$ cat src/hw/rtl/lps_pkg.sv
// shared types, constants and helper functions for the led pattern sequencer
package lps_pkg;

    localparam int unsigned LED_W  = 8;
    localparam int unsigned MODE_W = 4;
    localparam int unsigned POS_W  = 3;

    localparam logic [MODE_W-1:0] MODE_BIN_UP  = 4'd1;
    localparam logic [MODE_W-1:0] MODE_BIN_DN  = 4'd2;
    localparam logic [MODE_W-1:0] MODE_GRAY_UP = 4'd3;
    localparam logic [MODE_W-1:0] MODE_GRAY_DN = 4'd4;
    localparam logic [MODE_W-1:0] MODE_BCD_UP  = 4'd5;
    localparam logic [MODE_W-1:0] MODE_BCD_DN  = 4'd6;
    localparam logic [MODE_W-1:0] MODE_BOUNCE  = 4'd7;
    localparam logic [MODE_W-1:0] MODE_STACK   = 4'd8;
    localparam logic [MODE_W-1:0] MODE_LFSR    = 4'd9;
    localparam logic [MODE_W-1:0] MODE_FIRST   = MODE_BIN_UP;
    localparam logic [MODE_W-1:0] MODE_LAST    = MODE_LFSR;

    localparam logic [LED_W-1:0] SEED_DEFAULT = 8'h73;
    localparam logic [LED_W-1:0] BYTE_MASK    = 8'hFF;
    localparam logic [LED_W-1:0] LOW6_MASK    = 8'h3F;
    localparam logic [LED_W-1:0] BCD_MAX      = 8'd99;
    localparam logic [LED_W-1:0] BCD_BASE     = 8'd10;
    localparam logic [14:0]      BCD_RECIP    = 15'd205;
    localparam logic [POS_W-1:0] WINDOW_TOP   = 3'd5;
    localparam logic [LED_W-1:0] WINDOW_BITS  = 8'h07;

    typedef struct packed {
        logic [MODE_W-1:0] mode;
        logic [LED_W-1:0]  count;
        logic              bounce_dir;
        logic [POS_W-1:0]  bounce_pos;
        logic [POS_W-1:0]  runner_pos;
        logic [LED_W-1:0]  stacked_mask;
        logic [LED_W-1:0]  shift;
        logic              last_next;
        logic              last_prev;
    } lps_state_t;

    function automatic logic [LED_W-1:0] gray_of(input logic [LED_W-1:0] v);
        return v ^ (v >> 1);
    endfunction

    // valid for v up to 99: tens by reciprocal multiply
    function automatic logic [LED_W-1:0] bcd_of(input logic [LED_W-1:0] v);
        logic [14:0]      prod;
        logic [3:0]       tens;
        logic [LED_W-1:0] tens_x10;
        logic [3:0]       ones;
        prod     = 15'(v) * BCD_RECIP;
        tens     = prod[14:11];
        tens_x10 = 8'(tens) * BCD_BASE;
        ones     = 4'(v - tens_x10);
        return {tens, ones};
    endfunction

endpackage

$ cat src/hw/rtl/lps_step.sv
// next-state and led frame logic for one tick
module lps_step
    import lps_pkg::*;
(
    input  lps_state_t        cur,
    input  logic              next_level,
    input  logic              prev_level,
    output lps_state_t        nxt,
    output logic [LED_W-1:0]  frame
);

    logic [MODE_W-1:0] mode_base;
    logic [MODE_W-1:0] mode_fwd;
    logic [MODE_W-1:0] mode_sel;
    logic [LED_W-1:0]  bcd_up_val;
    logic [LED_W-1:0]  bcd_dn_val;
    logic              stack_hit;
    logic [LED_W-1:0]  runner_bit;
    logic [LED_W-1:0]  mask_add;
    logic [POS_W-1:0]  runner_add;
    logic [LED_W-1:0]  lfsr_new;

    always_comb
    begin
        mode_base = (cur.mode < MODE_FIRST || cur.mode > MODE_LAST) ? MODE_FIRST : cur.mode;
        if (cur.last_next && !next_level)
        begin
            mode_fwd = (mode_base >= MODE_LAST) ? MODE_FIRST : mode_base + 4'd1;
        end
        else
        begin
            mode_fwd = mode_base;
        end
        if (cur.last_prev && !prev_level)
        begin
            mode_sel = (mode_fwd <= MODE_FIRST) ? MODE_LAST : mode_fwd - 4'd1;
        end
        else
        begin
            mode_sel = mode_fwd;
        end
    end

    assign bcd_up_val = (cur.count > BCD_MAX) ? '0 : cur.count;
    assign bcd_dn_val = (cur.count == BYTE_MASK || cur.count > BCD_MAX) ? BCD_MAX : cur.count;

    assign runner_bit = 8'd1 << cur.runner_pos;
    assign stack_hit  = (cur.runner_pos == 3'd7) || cur.stacked_mask[cur.runner_pos + 3'd1];
    assign mask_add   = stack_hit ? (cur.stacked_mask | runner_bit) : cur.stacked_mask;
    assign runner_add = stack_hit ? '0 : cur.runner_pos + 3'd1;

    assign lfsr_new = {cur.shift[6:0],
                       cur.shift[0] ^ cur.shift[1] ^ cur.shift[4] ^ cur.shift[5] ^ cur.shift[6]};

    always_comb
    begin
        nxt           = cur;
        nxt.mode      = mode_sel;
        nxt.last_next = next_level;
        nxt.last_prev = prev_level;
        unique case (mode_sel)
            MODE_BIN_DN:
            begin
                frame     = cur.count;
                nxt.count = cur.count - 8'd1;
            end
            MODE_GRAY_UP:
            begin
                frame     = gray_of(cur.count);
                nxt.count = cur.count + 8'd1;
            end
            MODE_GRAY_DN:
            begin
                frame     = gray_of(cur.count);
                nxt.count = cur.count - 8'd1;
            end
            MODE_BCD_UP:
            begin
                frame     = bcd_of(bcd_up_val);
                nxt.count = bcd_up_val + 8'd1;
            end
            MODE_BCD_DN:
            begin
                frame     = bcd_of(bcd_dn_val);
                nxt.count = bcd_dn_val - 8'd1;
            end
            MODE_BOUNCE:
            begin
                frame = WINDOW_BITS << cur.bounce_pos;
                if (!cur.bounce_dir)
                begin
                    if (cur.bounce_pos < WINDOW_TOP)
                    begin
                        nxt.bounce_pos = cur.bounce_pos + 3'd1;
                    end
                    else
                    begin
                        nxt.bounce_dir = 1'b1;
                        nxt.bounce_pos = cur.bounce_pos - 3'd1;
                    end
                end
                else
                begin
                    if (cur.bounce_pos > 3'd0)
                    begin
                        nxt.bounce_pos = cur.bounce_pos - 3'd1;
                    end
                    else
                    begin
                        nxt.bounce_dir = 1'b0;
                        nxt.bounce_pos = cur.bounce_pos + 3'd1;
                    end
                end
            end
            MODE_STACK:
            begin
                if (mask_add == BYTE_MASK)
                begin
                    frame            = '0;
                    nxt.stacked_mask = '0;
                    nxt.runner_pos   = '0;
                end
                else
                begin
                    frame            = mask_add | (8'd1 << runner_add);
                    nxt.stacked_mask = mask_add;
                    nxt.runner_pos   = runner_add;
                end
            end
            MODE_LFSR:
            begin
                frame     = lfsr_new & LOW6_MASK;
                nxt.shift = lfsr_new;
            end
            default:
            begin
                frame     = cur.count;
                nxt.count = cur.count + 8'd1;
            end
        endcase
    end

endmodule

$ cat src/hw/rtl/led_pattern_sequencer.sv
// led pattern sequencer top level: state registers, output register and handshakes
//
//  channel  | signals                               | direction
//  ---------+---------------------------------------+----------
//  input    | in_valid, in_ready, next_level,       | in
//           | prev_level                            |
//  output   | out_valid, out_ready, leds, mode      | out
//  config   | cfg_we, cfg_data (lfsr seed)          | in
//
//  one tick per cycle while in_ready: a transfer updates the state registers and
//  loads the result register on the same edge, the result shows in the next cycle
//  in_ready is low only while a result is held and out_ready is low
//  reset puts mode 1, clears the counters and loads the default seed
//  a seed write reloads the shift register at once
module led_pattern_sequencer
    import lps_pkg::*;
(
    input  logic              clk,
    input  logic              rst_n,
    input  logic              in_valid,
    output logic              in_ready,
    input  logic              next_level,
    input  logic              prev_level,
    output logic              out_valid,
    input  logic              out_ready,
    output logic [LED_W-1:0]  leds,
    output logic [MODE_W-1:0] mode,
    input  logic              cfg_we,
    input  logic [LED_W-1:0]  cfg_data
);

    lps_state_t        state_reg;
    lps_state_t        state_next;
    logic [LED_W-1:0]  frame_next;
    logic              out_valid_reg;
    logic [LED_W-1:0]  leds_reg;
    logic [MODE_W-1:0] mode_reg;
    logic              in_xfer;

    assign in_ready = !out_valid_reg || out_ready;
    assign in_xfer  = in_valid && in_ready;

    lps_step u_step (
        .cur        (state_reg),
        .next_level (next_level),
        .prev_level (prev_level),
        .nxt        (state_next),
        .frame      (frame_next)
    );

    always_ff @(posedge clk or negedge rst_n)
    begin
        if (!rst_n)
        begin
            state_reg.mode         <= MODE_FIRST;
            state_reg.count        <= '0;
            state_reg.bounce_dir   <= 1'b0;
            state_reg.bounce_pos   <= '0;
            state_reg.runner_pos   <= '0;
            state_reg.stacked_mask <= '0;
            state_reg.shift        <= SEED_DEFAULT;
            state_reg.last_next    <= 1'b1;
            state_reg.last_prev    <= 1'b1;
        end
        else if (cfg_we)
        begin
            state_reg.shift <= cfg_data;
        end
        else if (in_xfer)
        begin
            state_reg <= state_next;
        end
    end

    always_ff @(posedge clk or negedge rst_n)
    begin
        if (!rst_n)
        begin
            out_valid_reg <= 1'b0;
        end
        else if (in_xfer)
        begin
            out_valid_reg <= 1'b1;
        end
        else if (out_ready)
        begin
            out_valid_reg <= 1'b0;
        end
    end

    always_ff @(posedge clk)
    begin
        if (in_xfer)
        begin
            leds_reg <= frame_next;
            mode_reg <= state_next.mode;
        end
    end

    assign out_valid = out_valid_reg;
    assign leds      = leds_reg;
    assign mode      = mode_reg;

endmodule
$ cat config.mk
export PLATFORM = sky130hd
export DESIGN_NAME = led_pattern_sequencer
export DESIGN_NICKNAME = d
export VERILOG_FILES = /design/src/hw/rtl/lps_pkg.sv /design/src/hw/rtl/lps_step.sv /design/src/hw/rtl/led_pattern_sequencer.sv
export SDC_FILE = /design/constraint.sdc
export NUM_CORES = 1
export LEC_CHECK = 0
export BUFFER_PORTS_ARGS = -buffer_cell sky130_fd_sc_hd__buf_2
export CORE_MARGIN = 5
export CORE_UTILIZATION = 45
export CTS_BUF_LIST = sky130_fd_sc_hd__clkbuf_16
export CTS_CLUSTER_SIZE = 14
export DETAILED_ROUTE_END_ITERATION = 10
export GPL_TIMING_DRIVEN = 0
export SYNTH_ARGS = -nofsm -noshare
export SYNTH_HDL_FRONTEND = slang
export SYNTH_SLANG_ARGS = --single-unit
$ cat constraint.sdc
create_clock -name clk -period 6.9 [get_ports clk]
set_input_delay 1.035 -clock clk [delete_from_list [all_inputs] [get_ports clk]]
set_output_delay 1.035 -clock clk [all_outputs]
set_load 0.02 [all_outputs]
==> impl_metrics.toml <==
[floorplanning]
die_h_um = 127
rows = 42
io_pins = 29
die_x_um = 127
die-area_mm2 = 0.0161
start_util_pct = 46.2
core_mm2 = 0.0133

[place]
pre_cts_ws_ns = -0.878
port-buffer-count = 27
place_congestion = 0.893
post_dp_cell_area_mm2 = 0.00652
dp_hpwl_um = 13000

[clocking]
cts-root-buf = "clkbuf_16"
h-tree-depth = 2
cts.clk_slew.worst_paths_ns = 0.07
cts.sinks = 49
clock_latency_ns = 0.31
hold_buffers = 0
tritoncts = "done"
cts.path.max_buffers = 2
numCtsBuffers = 5

[worst_setup_path]
crit_chain = "inv_1, ha_1, nand4_1, o21ai_2, nor2_1, or3_1, ha_1, xor2_1, ha_1, fa_1, inv_1, fa_1, inv_1, ha_1, nand4_1, nor4_2, a21oi_2, xnor2_1, ha_1, fa_1, xnor3_1, xnor2_1, o2bb2ai_1, o22a_1"
path_max_fanout = 6
cp.required_ns = 6.96
slowest_delay_ns = 0.53
cp_slowest_cell = "fa_1"
worst_path_most_repeated_cell = "ha_1"
critPathCaptureType = "register"
rr_worst_depth = 24
start_kind = "register"
worst-setup-path-type = "reg2reg"
crit_arrival_ns = 6.71

[final_layout]
final_common_cell = "ha_1"
fin_area_mm2 = 0.00684
layout.nets = 893
final_cell_mix = "ha_1, inv_1, nand2_1"
area_growth_pct = 10.9
largest_reg_flops = 36
final_util_pct = 51.2
layout-drive-gt1-share_pct = 13.2
antenna_cells = 0

[timing]
drv_slew = 0
fin_crit_ns = 6.65
setup_ws_ns = 0.248
fmax_mhz = 150
hold_ws_ns = 0.473
fin_skew_ns = 0.00736
rsz0062_at_grt = "false"
timing.final.crit_share_pct = 96.4
setup_viol = 0
hold_viol_final = 0
tightest_slew_ns = 1.17
slew_headroom_pct = 21.9

[grt]
antenna_found_initial = 0
grt_pass1_vias = 5210
grt_max_degree = 38
grt_util_all_layers_pct = 20.6
grt_pass1_wl_um = 26900
grt-ovfl-total = 0

[synthesis]
ys_seq_elements = 49
yosysUniqueCellTypes = 81
syn_nets = 849
synthFlopType = "dfrtp_1"
yosys.area.top_type_share_pct = 21.3
synth_warnings = 0
ys_async_sr_fraction_pct = 75.5
yosys.area.top_type = "ha_1"
syn_inst = 706
yosys-top-cells-area = "ha_1, dfrtp_1, fa_1"
synth_edf_count = 12
ys_seq_area_share_pct = 21.0
syn_avg_cell_area_um2 = 8.74
syn-cell-area_mm2 = 0.00617

[run]
max_cap_viol_count = 0

[route]
drt-initial-drc-count = 408
num_vias = 5380
avgViaCountPerCell = 5.80
ant_nets = 0
wl_per_cell_um = 17.7
drcViolationCount = 0
wl_um = 16400
firstDrtPassIters = 5

[outcome]
outcome = "completed"

[hold_path]
hold_path.class = "reg2reg"
hold-path-cell-count = 2
## metrics by stage
step	cells	setup TNS (ns)
after detailed placement	909	-1.85
after floorplan	706	0
after CTS	916	0
after global placement	909	-1.65
after global routing	927	0
final	927	0
## cells by family (layout without fill, tap and decap cells)
kind of cell / after synthesis / after routing / share of synthesized area, %
fa+ha+maj: 128 / 128 / 28.8
buf+inv: 102 / 146 / 6.39
flops: 49 / 49 / 21.0
simple gates: 219 / 220 / 17.8
compound gates: 156 / 156 / 18.0
mux: 16 / 16 / 2.66
xor+xnor: 36 / 36 / 5.33
## cells in the mapped netlist, types with 5 or more instances
library cell and count:
ha_1 105, inv_1 80, nand2_1 61, nor2_1 53, a21oi_1 34, dfrtp_1 29, xnor2_1 28, o21ai_0 25
fa_1 23, nand3_1 18, nor3_1 16, mux2i_1 13, clkbuf_1 12, edfxtp_1 12, nand2b_1 12, a31oi_1 11
dfstp_2 8, a211oi_1 7, nand4_1 7, nor2b_1 7, o211ai_1 7, xor2_1 7, and2_1 6, and3_1 6
buf_2 6, o21a_1 6, a22o_1 5, or2_2 5, or3_1 5
## timing repair
item	4_1_cts	5_1_grt
resized for setup	6	13
cloned	0	1
pin swaps	1	1
buffers inserted	1	10
endpoints found under the setup margin	5	2
## path summary, 6_finish.rpt
check | from | end | slack, ns
worst max-delay path | state_reg[32] | leds[3] | 0.25
worst min-delay path | state_reg[0] | state_reg[0] | 0.47
worst max register to register | state_reg[32] | leds[3] | 0.25
worst min register to register | state_reg[0] | state_reg[0] | 0.47
max in group asynchronous | rst_n | state_reg[32] | 5.41
min in group asynchronous | rst_n | state_reg[26] | 0.87
## critical path, delay by kind of cell (launching register included)
family	cells	cell delay, ns
AO/OA/AOI/OAI	4	0.58
XOR/XNOR	4	0.97
adder cells (fa/ha/maj)	8	2.73
buffers and inverters	3	0.31
flip-flops	1	0.48
AND/OR/NAND/NOR	5	1.29
## metal layers
layer,vias up,track usage [%],part of all wire (%)
li1,2613,-,-
met1,2559,27.9,45
met2,176,35.0,48
met3,32,2.88,5.0
met4,0,4.67,2.0
met5,-,0,0
## layout make-up
type	count	area [um^2]
clock buffers	5	125
flip-flops and latches	49	1300
fillers	1320	6510
clock inverters	3	47.5
multi-input cells	556	4540
plain buffers	18	78.8
inverters	82	312
well taps	176	220
repair buffers	38	218
Power is not shown: default switching activity piles up to over one toggle a cycle in this logic, so the estimate is an artifact.
